File: src/hdl/pcc_pkg.sv
// Shared types and constants of the polar/cartesian converter.
// Holds beat structs, the datapath bus between pipeline cells and the arctangent table.
// Depends on nothing; every other file of the block refers to it by scoped names.
package pcc_pkg;

    localparam int COORD_WIDTH        = 16;
    localparam int GUARD_BITS         = 4;
    localparam int ITERATIONS_DEFAULT = 16;
    localparam int ATAN_LEN           = 24;
    // Datapath width: operand, prescale growth, guard bits and CORDIC growth.
    localparam int DATA_WIDTH         = COORD_WIDTH + GUARD_BITS + 3;
    localparam int ANGLE_WIDTH        = 32;

    // 0.60725293500888 in Q0.31.
    localparam logic signed [31:0] GAIN_COMP = 32'sd1304065748;

    localparam logic [ANGLE_WIDTH-1:0] ATAN_TAB [ATAN_LEN] = '{
        32'h20000000, 32'h12E4051D, 32'h09FB385B, 32'h051111D4, 32'h028B0D43, 32'h0145D7E1,
        32'h00A2F61E, 32'h00517C55, 32'h0028BE53, 32'h00145F2E, 32'h000A2F98, 32'h000517CC,
        32'h00028BE6, 32'h000145F3, 32'h0000A2F9, 32'h0000517C, 32'h000028BE, 32'h0000145F,
        32'h00000A2F, 32'h00000517, 32'h0000028B, 32'h00000145, 32'h000000A2, 32'h00000051
    };

    typedef enum logic {
        ACT_TO_POLAR = 1'b0,
        ACT_TO_RECT  = 1'b1
    } t_action;

    typedef struct packed {
        logic                          action;
        logic signed [COORD_WIDTH-1:0] in_first;
        logic signed [COORD_WIDTH-1:0] in_second;
    } t_in_beat;

    typedef struct packed {
        logic signed [COORD_WIDTH:0]   out_first;
        logic signed [COORD_WIDTH-1:0] out_second;
    } t_out_beat;

    // Working vector handed from cell to cell.
    typedef struct packed {
        logic                         rot;   // rotation mode (polar to rectangular)
        logic                         zero;  // zero vector in vectoring mode
        logic signed [DATA_WIDTH-1:0] x;
        logic signed [DATA_WIDTH-1:0] y;
        logic [ANGLE_WIDTH-1:0]       z;
    } t_cell_data;

endpackage

File: src/hdl/pcc_pre.sv
// Front end of the converter pipeline: quadrant folding and gain-compensating prescale.
// Two register stages; uses pcc_pkg for beat and bus types.
module pcc_pre (
    input  logic                i_clk,
    input  logic                i_rst_n,
    input  logic                i_en,
    input  logic                i_valid,
    input  pcc_pkg::t_in_beat   i_data,
    output logic                o_valid,
    output pcc_pkg::t_cell_data o_data
);

    localparam int W   = pcc_pkg::COORD_WIDTH;
    localparam int VW  = W + 1;
    localparam int PW  = VW + 32;
    localparam int DW  = pcc_pkg::DATA_WIDTH;
    localparam int AW  = pcc_pkg::ANGLE_WIDTH;
    localparam int G   = pcc_pkg::GUARD_BITS;
    localparam logic signed [PW-1:0] PRESCALE_RND = PW'(64'sd1 <<< (30 - G));
    localparam logic [AW-1:0] ANGLE_PI = AW'(64'd1 << (AW - 1));

    logic signed [VW-1:0] a_ext;
    logic signed [VW-1:0] b_ext;
    logic [AW-1:0]        z_rot;
    logic                 n_rot;
    logic                 n_zero;
    logic signed [VW-1:0] n_x;
    logic signed [VW-1:0] n_y;
    logic [AW-1:0]        n_z;

    logic                 r_a_valid;
    logic                 r_a_rot;
    logic                 r_a_zero;
    logic signed [VW-1:0] r_a_x;
    logic signed [VW-1:0] r_a_y;
    logic [AW-1:0]        r_a_z;

    logic signed [PW-1:0] prod_x;
    logic signed [PW-1:0] prod_y;
    logic signed [PW-1:0] scl_x;
    logic signed [PW-1:0] scl_y;

    logic                 r_valid;
    pcc_pkg::t_cell_data  r_data;

    assign a_ext = VW'(i_data.in_first);
    assign b_ext = VW'(i_data.in_second);
    assign z_rot = AW'($unsigned(i_data.in_second)) << (AW - W);

    always_comb begin
        n_rot  = (i_data.action == pcc_pkg::ACT_TO_RECT);
        n_zero = 1'b0;
        n_x    = a_ext;
        n_y    = b_ext;
        n_z    = '0;
        if (n_rot) begin
            // Rotation starts from (r, 0); back quadrants take pi off and flip the radius.
            n_y = '0;
            n_z = z_rot;
            if (z_rot[AW-1] ^ z_rot[AW-2]) begin
                n_z = z_rot ^ ANGLE_PI;
                n_x = -a_ext;
            end
        end else begin
            n_zero = (a_ext == '0) && (b_ext == '0);
            // Left half plane is mirrored through the origin and starts at pi.
            if (a_ext[VW-1]) begin
                n_x = -a_ext;
                n_y = -b_ext;
                n_z = ANGLE_PI;
            end
        end
    end

    always_ff @(posedge i_clk) begin
        if (!i_rst_n) begin
            r_a_valid <= 1'b0;
        end else if (i_en) begin
            r_a_valid <= i_valid;
        end
    end

    always_ff @(posedge i_clk) begin
        if (i_en) begin
            r_a_rot  <= n_rot;
            r_a_zero <= n_zero;
            r_a_x    <= n_x;
            r_a_y    <= n_y;
            r_a_z    <= n_z;
        end
    end

    assign prod_x = r_a_x * pcc_pkg::GAIN_COMP;
    assign prod_y = r_a_y * pcc_pkg::GAIN_COMP;
    assign scl_x  = (prod_x + PRESCALE_RND) >>> (31 - G);
    assign scl_y  = (prod_y + PRESCALE_RND) >>> (31 - G);

    always_ff @(posedge i_clk) begin
        if (!i_rst_n) begin
            r_valid <= 1'b0;
        end else if (i_en) begin
            r_valid <= r_a_valid;
        end
    end

    always_ff @(posedge i_clk) begin
        if (i_en) begin
            r_data.rot  <= r_a_rot;
            r_data.zero <= r_a_zero;
            r_data.x    <= scl_x[DW-1:0];
            r_data.y    <= scl_y[DW-1:0];
            r_data.z    <= r_a_z;
        end
    end

    assign o_valid = r_valid;
    assign o_data  = r_data;

    // A folded rotation angle always lies in [-pi/2, pi/2).
    a_rot_folded: assert property (@(posedge i_clk) disable iff (!i_rst_n)
        (r_valid && r_data.rot) |-> (r_data.z[AW-1] == r_data.z[AW-2]))
        else $error("rotation angle not folded into the front half plane");

endmodule

File: src/hdl/pcc_cell.sv
// One CORDIC micro-rotation stage with its output register.
// Shift amount and arctangent come from STAGE; uses pcc_pkg for the bus type and table.
module pcc_cell #(
    parameter int STAGE = 0
) (
    input  logic                i_clk,
    input  logic                i_rst_n,
    input  logic                i_en,
    input  logic                i_valid,
    input  pcc_pkg::t_cell_data i_data,
    output logic                o_valid,
    output pcc_pkg::t_cell_data o_data
);

    localparam int DW = pcc_pkg::DATA_WIDTH;
    localparam logic [pcc_pkg::ANGLE_WIDTH-1:0] ATAN = pcc_pkg::ATAN_TAB[STAGE];

    logic                 ccw;
    logic signed [DW-1:0] dx;
    logic signed [DW-1:0] dy;
    pcc_pkg::t_cell_data  n_data;
    logic                 r_valid;
    pcc_pkg::t_cell_data  r_data;

    // Rotation drives the residual angle to zero, vectoring drives y to zero.
    assign ccw = i_data.rot ? !i_data.z[pcc_pkg::ANGLE_WIDTH-1] : i_data.y[DW-1];
    assign dx  = i_data.y >>> STAGE;
    assign dy  = i_data.x >>> STAGE;

    always_comb begin
        n_data = i_data;
        if (ccw) begin
            n_data.x = i_data.x - dx;
            n_data.y = i_data.y + dy;
            n_data.z = i_data.z - ATAN;
        end else begin
            n_data.x = i_data.x + dx;
            n_data.y = i_data.y - dy;
            n_data.z = i_data.z + ATAN;
        end
    end

    always_ff @(posedge i_clk) begin
        if (!i_rst_n) begin
            r_valid <= 1'b0;
        end else if (i_en) begin
            r_valid <= i_valid;
        end
    end

    always_ff @(posedge i_clk) begin
        if (i_en) begin
            r_data <= n_data;
        end
    end

    assign o_valid = r_valid;
    assign o_data  = r_data;

endmodule

File: src/hdl/pcc_post.sv
// Back end of the converter pipeline: rounding, saturation, angle reduction, output register.
// Uses pcc_pkg for the bus and result beat types.
module pcc_post (
    input  logic                i_clk,
    input  logic                i_rst_n,
    input  logic                i_en,
    input  logic                i_valid,
    input  pcc_pkg::t_cell_data i_data,
    output logic                o_valid,
    output pcc_pkg::t_out_beat  o_data
);

    localparam int W  = pcc_pkg::COORD_WIDTH;
    localparam int DW = pcc_pkg::DATA_WIDTH;
    localparam int AW = pcc_pkg::ANGLE_WIDTH;
    localparam int G  = pcc_pkg::GUARD_BITS;
    localparam int ANGLE_SHIFT = AW - W;
    localparam logic signed [DW-1:0] OUT_RND = DW'(64'sd1 <<< (G - 1));
    localparam logic signed [DW-1:0] ROT_HI  = DW'((64'sd1 <<< (W - 1)) - 64'sd1);
    localparam logic signed [DW-1:0] ROT_LO  = DW'(-(64'sd1 <<< (W - 1)));
    localparam logic signed [DW-1:0] MAG_HI  = DW'((64'sd1 <<< W) - 64'sd1);
    localparam logic signed [DW-1:0] MAG_LO  = '0;

    logic signed [DW-1:0] x_rnd;
    logic signed [DW-1:0] y_rnd;
    logic signed [DW-1:0] x_sat;
    logic signed [DW-1:0] y_sat;
    logic [W-1:0]         angle;
    pcc_pkg::t_out_beat   n_data;
    logic                 r_valid;
    pcc_pkg::t_out_beat   r_data;

    assign x_rnd = (i_data.x + OUT_RND) >>> G;
    assign y_rnd = (i_data.y + OUT_RND) >>> G;

    generate
        if (ANGLE_SHIFT > 0) begin : g_angle_round
            assign angle = i_data.z[AW-1:ANGLE_SHIFT] + W'(i_data.z[ANGLE_SHIFT-1]);
        end else begin : g_angle_full
            assign angle = i_data.z[W-1:0];
        end
    endgenerate

    always_comb begin
        if (i_data.rot) begin
            x_sat = (x_rnd > ROT_HI) ? ROT_HI : ((x_rnd < ROT_LO) ? ROT_LO : x_rnd);
        end else begin
            x_sat = (x_rnd > MAG_HI) ? MAG_HI : ((x_rnd < MAG_LO) ? MAG_LO : x_rnd);
        end
        y_sat = (y_rnd > ROT_HI) ? ROT_HI : ((y_rnd < ROT_LO) ? ROT_LO : y_rnd);

        if (i_data.rot) begin
            n_data.out_first  = x_sat[W:0];
            n_data.out_second = y_sat[W-1:0];
        end else if (i_data.zero) begin
            n_data.out_first  = '0;
            n_data.out_second = '0;
        end else begin
            n_data.out_first  = x_sat[W:0];
            n_data.out_second = angle;
        end
    end

    always_ff @(posedge i_clk) begin
        if (!i_rst_n) begin
            r_valid <= 1'b0;
        end else if (i_en) begin
            r_valid <= i_valid;
        end
    end

    always_ff @(posedge i_clk) begin
        if (i_en) begin
            r_data <= n_data;
        end
    end

    assign o_valid = r_valid;
    assign o_data  = r_data;

endmodule

File: src/hdl/polar_cartesian_converter_core.sv
// Top level of the polar/cartesian converter: input skid buffer and the CORDIC pipeline.
// Instantiates pcc_pre, pcc_cell (ITERATIONS times) and pcc_post; uses pcc_pkg.
//
// This block converts a 2-D vector between rectangular and polar form with a fully
// pipelined CORDIC. Action 0 takes (x, y) in Q2.14 and returns the magnitude (17 bits,
// Q3.14, held between 0 and the top of the signed range) and the angle atan2(y, x) as a
// 16-bit binary angle where -32768 stands for -pi; an angle of exactly pi comes out as
// -32768 and the zero vector gives zero for both results. Action 1 takes a radius and a
// binary angle and returns r*cos(phi) and r*sin(phi), saturated to 16 bits. The block
// accepts one beat per clock while the pipeline is not frozen and returns one result
// beat per input beat, in order. Each beat passes through two front-end stages (quadrant
// folding, then the gain-compensating multiply), one register per micro-rotation cell,
// and the output register. When the consumer holds i_ready low while a result waits, the
// whole pipeline freezes and a one-beat skid buffer at the input absorbs the beat already
// offered, so o_ready depends only on registers and never combinationally on i_ready.

module polar_cartesian_converter_core #(
    parameter int ITERATIONS = pcc_pkg::ITERATIONS_DEFAULT
) (
    input  logic               i_clk,
    input  logic               i_rst_n,
    input  logic               i_valid,
    output logic               o_ready,
    input  pcc_pkg::t_in_beat  i_data,
    output logic               o_valid,
    input  logic               i_ready,
    output pcc_pkg::t_out_beat o_data
);

    // The whole pipeline advances together unless a finished result is being held.
    logic pipe_en;

    // Skid buffer that parks one beat while the pipeline is frozen.
    logic              r_skid_valid;
    pcc_pkg::t_in_beat r_skid;

    logic              src_valid;
    pcc_pkg::t_in_beat src_data;

    logic                chain_valid [ITERATIONS+1];
    pcc_pkg::t_cell_data chain_data  [ITERATIONS+1];

    assign pipe_en  = !o_valid || i_ready;
    assign o_ready  = !r_skid_valid;

    // While the skid holds a beat, o_ready is low, so the skid is the only source.
    assign src_valid = r_skid_valid || i_valid;
    assign src_data  = r_skid_valid ? r_skid : i_data;

    always_ff @(posedge i_clk) begin
        if (!i_rst_n) begin
            r_skid_valid <= 1'b0;
        end else if (pipe_en) begin
            r_skid_valid <= 1'b0;
        end else if (i_valid && o_ready) begin
            r_skid_valid <= 1'b1;
        end
    end

    always_ff @(posedge i_clk) begin
        if (!pipe_en && i_valid && o_ready) begin
            r_skid <= i_data;
        end
    end

    pcc_pre u_pre (
        .i_clk   (i_clk),
        .i_rst_n (i_rst_n),
        .i_en    (pipe_en),
        .i_valid (src_valid),
        .i_data  (src_data),
        .o_valid (chain_valid[0]),
        .o_data  (chain_data[0])
    );

    // One cell per micro-rotation; each hands its vector to the next every cycle the pipeline advances.
    generate
        for (genvar k = 0; k < ITERATIONS; k++) begin : g_cell
            pcc_cell #(
                .STAGE (k)
            ) u_cell (
                .i_clk   (i_clk),
                .i_rst_n (i_rst_n),
                .i_en    (pipe_en),
                .i_valid (chain_valid[k]),
                .i_data  (chain_data[k]),
                .o_valid (chain_valid[k+1]),
                .o_data  (chain_data[k+1])
            );
        end
    endgenerate

    pcc_post u_post (
        .i_clk   (i_clk),
        .i_rst_n (i_rst_n),
        .i_en    (pipe_en),
        .i_valid (chain_valid[ITERATIONS]),
        .i_data  (chain_data[ITERATIONS]),
        .o_valid (o_valid),
        .o_data  (o_data)
    );

    // The skid is only ever filled while the pipeline is frozen.
    a_skid_fill: assert property (@(posedge i_clk) disable iff (!i_rst_n)
        r_skid_valid |-> $past(!pipe_en))
        else $error("skid buffer holds a beat that the pipeline could have taken");

    // Once the pipeline moves, the parked beat is drained at that edge.
    a_skid_drain: assert property (@(posedge i_clk) disable iff (!i_rst_n)
        (r_skid_valid && pipe_en) |=> !r_skid_valid)
        else $error("skid buffer not drained when the pipeline advanced");

    // A beat accepted during a freeze must be parked, not dropped.
    a_skid_catch: assert property (@(posedge i_clk) disable iff (!i_rst_n)
        (i_valid && o_ready && !pipe_en) |=> r_skid_valid)
        else $error("beat accepted during a stall was lost");

endmodule

File: config.mk
export PLATFORM = sky130hd
export DESIGN_NAME = polar_cartesian_converter_core
export DESIGN_NICKNAME = d
export VERILOG_FILES = /design/src/hdl/pcc_pkg.sv /design/src/hdl/pcc_pre.sv /design/src/hdl/pcc_cell.sv /design/src/hdl/pcc_post.sv /design/src/hdl/polar_cartesian_converter_core.sv
export SDC_FILE = /design/constraint.sdc
export NUM_CORES = 2
export LEC_CHECK = 0
export BUFFER_PORTS_ARGS = -buffer_cell sky130_fd_sc_hd__buf_2
export CORE_MARGIN = 4
export CORE_UTILIZATION = 32
export DETAILED_ROUTE_END_ITERATION = 12
export PLACE_DENSITY = 0.42
export SLEW_MARGIN = 20
export SYNTH_ARGS = -nofsm -noshare
export SYNTH_HDL_FRONTEND = slang
export SYNTH_HIERARCHICAL = 1
export SYNTH_SLANG_ARGS = --single-unit
File: constraint.sdc
create_clock -name i_clk -period 173 [get_ports i_clk]
set_input_delay 34.6 -clock i_clk [delete_from_list [all_inputs] [get_ports i_clk]]
set_output_delay 34.6 -clock i_clk [all_outputs]
set_load 0.05 [all_outputs]
# Word level (Yosys, flattened, before mapping)
# Cells that the tools add are included.
# totals
latchBits	0
ff_bits	1512
output_inout_bits	35
in_bits	37
elab_cells	305
mem_bits_ro	0
mem_count	0
mem_bits_rw	0
# op_classes
n_bitwise	3
eq_ne	0
shift	0
order_cmp	6
addsub	102
div_mod_pow	0
n_mul	2
n_reduce_logical	28
muxes	49
# ops
cell	count
78-bit two-way mux	16
17-bit two-way mux	9
33-bit two-way mux	3
49-bit by 28-bit adder with 49-bit output, second input constant	2
32-bit two-way mux	3
17-bit by 30-bit multiplier with 47-bit output, second input constant	2
23-bit by 10-bit adder with 23-bit output	2
23-bit by 11-bit adder with 23-bit output	2
23-bit by 12-bit adder with 23-bit output	2
23-bit by 13-bit adder with 23-bit output	2
23-bit by 14-bit adder with 23-bit output	2
23-bit by 15-bit adder with 23-bit output	2
23-bit by 16-bit adder with 23-bit output	2
23-bit by 17-bit adder with 23-bit output	2
23-bit by 18-bit adder with 23-bit output	2
23-bit by 19-bit adder with 23-bit output	2
23-bit by 20-bit adder with 23-bit output	2
23-bit by 21-bit adder with 23-bit output	2
23-bit by 22-bit adder with 23-bit output	2
23-bit by 5-bit adder with 23-bit output, second input constant	2
23-bit by 8-bit adder with 23-bit output	2
23-bit by 9-bit adder with 23-bit output	2
22-bit by 22-bit subtractor with 23-bit output	2
23-bit by 10-bit subtractor with 23-bit output	2
62 further kinds	119

# Logic depth before layout (Yosys ltp)
# depth
depth_word	7
depth_mapped	27
depth_no_buf	27

# Cells and area by module
# The synthesis kept the hierarchy.
# modules_own_cells
mod	seq_area_each_um2	cells_per_inst	area_each_um2	n_inst
pcc_pre	3463.3	2418	23382.4	1
pcc_cell (g_cell[1].u_cell)	2422.3	783	7382.1	1
pcc_cell (g_cell[4].u_cell)	2422.3	760	7236.9	1
pcc_cell (g_cell[6].u_cell)	2422.3	768	7203.2	1
pcc_cell (g_cell[5].u_cell)	2422.3	759	7201.9	1
pcc_cell (g_cell[3].u_cell)	2422.3	731	7149.4	1
pcc_cell (g_cell[2].u_cell)	2422.3	727	7109.3	1
pcc_cell (g_cell[12].u_cell)	2422.3	744	7100.6	1
pcc_cell (g_cell[10].u_cell)	2422.3	729	7065.5	1
pcc_cell (g_cell[7].u_cell)	2422.3	720	7053.0	1
pcc_cell (g_cell[8].u_cell)	2422.3	719	7024.2	1
pcc_cell (g_cell[13].u_cell)	2422.3	723	6998.0	1
pcc_cell (g_cell[14].u_cell)	2422.3	730	6998.0	1
pcc_cell (g_cell[15].u_cell)	2422.3	716	6981.7	1
+5 rows	--	--	--	--

# Worst setup path before layout
# OpenSTA, ideal clock, no wires.
# synth_timing
path_kind	in2reg
startpoint	input i_ready
endpoint	register r_skid[0] (netlist bit) (enable)
setup_time_ps	5113
arrival_time_ps	88259
setup_slack_ps	79628
path_buffers	0
cell_stages	2
required_time_ps	167887
path_cell_list	nand2b_1 nor3b_1
# synth_via
elab_chain_len	4
# synth_rtl
element	line	text
from (decl)	polar_cartesian_converter_core.sv:26	input logic i_ready,
1-bit logical OR	polar_cartesian_converter_core.sv:43	assign pipe_en = !o_valid || i_ready;
1-bit logical NOT	polar_cartesian_converter_core.sv:61	if (!pipe_en && i_valid && o_ready) begin
1-bit logical AND (2 in series)	polar_cartesian_converter_core.sv:61	
to (signal assigned)	polar_cartesian_converter_core.sv:62	r_skid <= i_data;
to (decl)	polar_cartesian_converter_core.sv:35	pcc_pkg::t_in_beat r_skid;
# No other way between the ends.
# A chain may end at the register's enable or synchronous reset.

# Worst setup path after layout
# layout_timing
startpoint	input i_ready
endpoint	register g_cell[4].u_cell.r_data, in the netlist g_cell[4].u_cell/o_data[77] (enable)
# layout_via
elab_chain_len	1
# layout_rtl
element	line	text
1-bit logical OR	polar_cartesian_converter_core.sv:43	
named net pipe_en	polar_cartesian_converter_core.sv:31	logic pipe_en;
to (signal assigned)	pcc_cell.sv:53	r_data <= n_data;
to (decl)	pcc_cell.sv:23	pcc_pkg::t_cell_data r_data;
# The timed path passes the listed nets, and every way through them passes these cells.

==> results summary <==
The run finished with clean final reports. The count of final setup violators came out at 0. The sum of buffers and inverters on the critical path came out at 6. The number of buffers added for setup after CTS is 0.

The headroom to the max-slew limit is 0.2870. In this run, the number of DRC markers left after iteration 0 of detailed routing was 6,487. The total of max-cap violations is 0. The H-tree depth came out at 4. Along the worst path, the maximum fanout reaches 80.

Counting every sink on the clock net gives 1,456. In the global route stage, overall resource usage came out at 0.1744. Counting I/O delays and the setup requirement, the final critical path takes 38.78 ns. For this block, the routed nets add up to around 400,000 µm of wire.

The die boundary height is 668.3 µm. STA classifies the critical path endpoint as a flop. The setup path with the least slack is of type in -> reg. For this run, the number of Yosys warnings is 6. The clock skew after layout is about 0.086 ns. The net count of the finished layout is 16,580. The clock tree root driver cell is sky130_fd_sc_hd__clkbuf_16.

In the layout the commonest cells are sky130_fd_sc_hd__ha_1 (1,691), sky130_fd_sc_hd__edfxtp_1 (1,436), sky130_fd_sc_hd__a21oi_1 (1,285). The post-layout utilization of the core came out at 0.3507. The startpoint type of the worst setup path is an input pin. After routing, the total negative slack on setup checks comes to 0 ns. The horizontal die dimension came out at 668.3 µm.

In this run the worst setup path begins at i_ready. The worst min-delay path class is reg -> reg. The mean instance size in the synthesized netlist is around 9.7 µm². For the worst setup path, the data arrival time is 39.30 ns. After technology mapping, the gate count stands at 14,420. Setup repair after global routing left no endpoint under its margin. The most common library cell in the layout ignoring fill and taps is sky130_fd_sc_hd__ha_1. The TritonCTS clock tree is done. The fraction of layout cells with a size suffix above 1 is 0.06063. Based on the critical path, the design can be clocked at up to 25.78 MHz. The number of top-level pins is 72. After global routing the overflow that remains totals 0.

The number of pins with negative max-slew slack in the final report is 0. The clock insertion delay at the later pin of the skew report is 0.92 ns. The ratio of routed vias to standard cells is 5.176. The global-route wire length before repair came out at between 600,000 and 700,000 µm. The startpoint identified for the worst register-to-register timing path is u_pre/r_a_y[4]. The maximum number of pins on one net before global-route repair is 146. The number of global-route vias before repair came to 104,800.

The initial utilization of the core area, before any placement, comes to 0.3211. On the critical path, the stage with the largest delay is an instance of sky130_fd_sc_hd__buf_4. The part of the cycle the worst path needs came out at 0.2242. For the worst setup path, the data required time is 173.51 ns.

By instance count, the cell type seen most on the critical path is sky130_fd_sc_hd__buf_4. The cell area that synthesis handed to floorplanning was 139,500 µm². The number of vias after detailed routing came out at 105,200. The transition at the pin with the smallest max-transition slack is ~1.1 ns. The startpoint identified for the worst hold timing path is g_cell[5].u_cell/o_data[78]. The number of antenna violations at the first check in global routing is 2. The die covers around 450,000 µm². In this run the standard cell core region covers 434,500 µm². The total count of hold-check failures in the final report is 0. The post-route antenna net violation count came out at 0.

Clock-pin slew was measured on the worst setup and hold paths at 0.06 ns. For this run, design rule violations remaining after detail routing come to 0. The final weighted congestion of routability-driven global placement is approximately 0.85. The total CTS buffers came out at 190. In the final routed layout, each cell accounts on average for 19.58 µm. Walking the worst path, the cells encountered are buf_2, nand2b_4, buf_4, buf_4, buf_4, buf_4, buf_4.

The maximum cell stage delay along the critical path is 0.90 ns. The count of hold buffers inserted by post-cts repair is 0. The clock tree buffer depth came out at 4. Compared with the post-synthesis result, the final layout area differs by 9.216%. The floorplan has 242 rows.

The number of buffers added on ports came out at 71. The number of iterations in the first detailed-routing pass is 6. The number of gates resized after CTS was 0.

In this design, the largest share of critical-path delay is due to buffers and inverters. The HPWL reported at the end of detailed placement is ~320,000 µm.
## final cells by class
type | instances | area [µm²]
diodes | 2 | 5.005
clock buffers | 226 | 4932
clock inverters | 119 | 1346
fillers | 44560 | 282100
inverters | 1130 | 4244
multi-input cells | 11510 | 90280
flip-flops and latches | 1456 | 43520
well taps | 5734 | 7174
repair buffers | 136 | 855.8
## metal layers
| layer | track usage | wire (µm) | up-vias |
|---|---|---|---|
| li1 | - | - | 52910 |
| met1 | 0.2414 | 189800 | 50350 |
| met2 | 0.2936 | 186600 | 1545 |
| met3 | 0.01744 | 12840 | 353 |
| met4 | 0.03724 | 8634 | 0 |
| met5 | 0 | 0 | - |
## registers in the layout, indices dropped and copies added (netlist names)
| name | flops |
|---|---|
| u_post/o_valid | 1 |
| u_pre/r_a_y | 17 |
| u_pre/r_a_x | 17 |
| u_pre/r_a_z | 16 |
| r_skid_valid | 1 |
| u_pre/o_valid | 1 |
| g_cell.u_cell/o_data | 1256 |
| g_cell.u_cell/o_valid | 16 |
| u_pre/o_data | 62 |
| u_post/o_data | 33 |
| u_pre/r_a_zero | 1 |
| u_pre/r_a_rot | 1 |
| u_pre/r_a_valid | 1 |
| r_skid | 33 |
## path summary, 6_finish.rpt
kind                                      end  slack [ns]  cells past startpoint
setup / recovery  g_cell[4].u_cell/o_data[77]      134.22                      7
hold / removal    g_cell[6].u_cell/o_data[78]        0.35                      0
setup reg to reg             u_pre/o_data[52]      164.42                     22
hold reg to reg   g_cell[6].u_cell/o_data[78]        0.35                      0
## through the flow
stage | std cells | hold slack (ns) | cell area [µm²] | setup slack (ns)
final | 20320 | 0.3535 | 152400 | 134.22
after global routing | 20320 | 0.3505 | 152400 | 133.81
after CTS | 20320 | 0.3395 | 152400 | 134.12
after detailed placement | 19970 | 0.4045 | 146100 | 133.12
after global placement | 19970 | 0.4025 | 146100 | 133.15
after floorplan | 14430 | 0.4003 | 139600 | 80.55
## worst register-to-register path, stage by stage, from the launching register on
cell,delay (ns)
sky130_fd_sc_hd__edfxtp_1,0.58
sky130_fd_sc_hd__ha_1,0.65
sky130_fd_sc_hd__inv_1,0.12
sky130_fd_sc_hd__fa_1,0.71
sky130_fd_sc_hd__fa_1,0.49
sky130_fd_sc_hd__fa_1,0.56
sky130_fd_sc_hd__inv_1,0.06
sky130_fd_sc_hd__fa_1,0.50
sky130_fd_sc_hd__inv_1,0.06
sky130_fd_sc_hd__fa_1,0.48
sky130_fd_sc_hd__inv_1,0.05
sky130_fd_sc_hd__ha_1,0.41
sky130_fd_sc_hd__nand2_1,0.08
sky130_fd_sc_hd__a2111oi_1,0.81
sky130_fd_sc_hd__o21ai_1,0.27
sky130_fd_sc_hd__a21oi_1,0.47
sky130_fd_sc_hd__or2_1,0.22
sky130_fd_sc_hd__xor2_1,0.28
sky130_fd_sc_hd__and2_1,0.24
sky130_fd_sc_hd__nand4_1,0.16
sky130_fd_sc_hd__nor4b_1,0.75
sky130_fd_sc_hd__nand3b_1,0.18
sky130_fd_sc_hd__xnor2_1,0.18
Power is left out: the tool's default activity adds up to more than one toggle a clock period on the data nets, which glitch-free logic cannot reach.
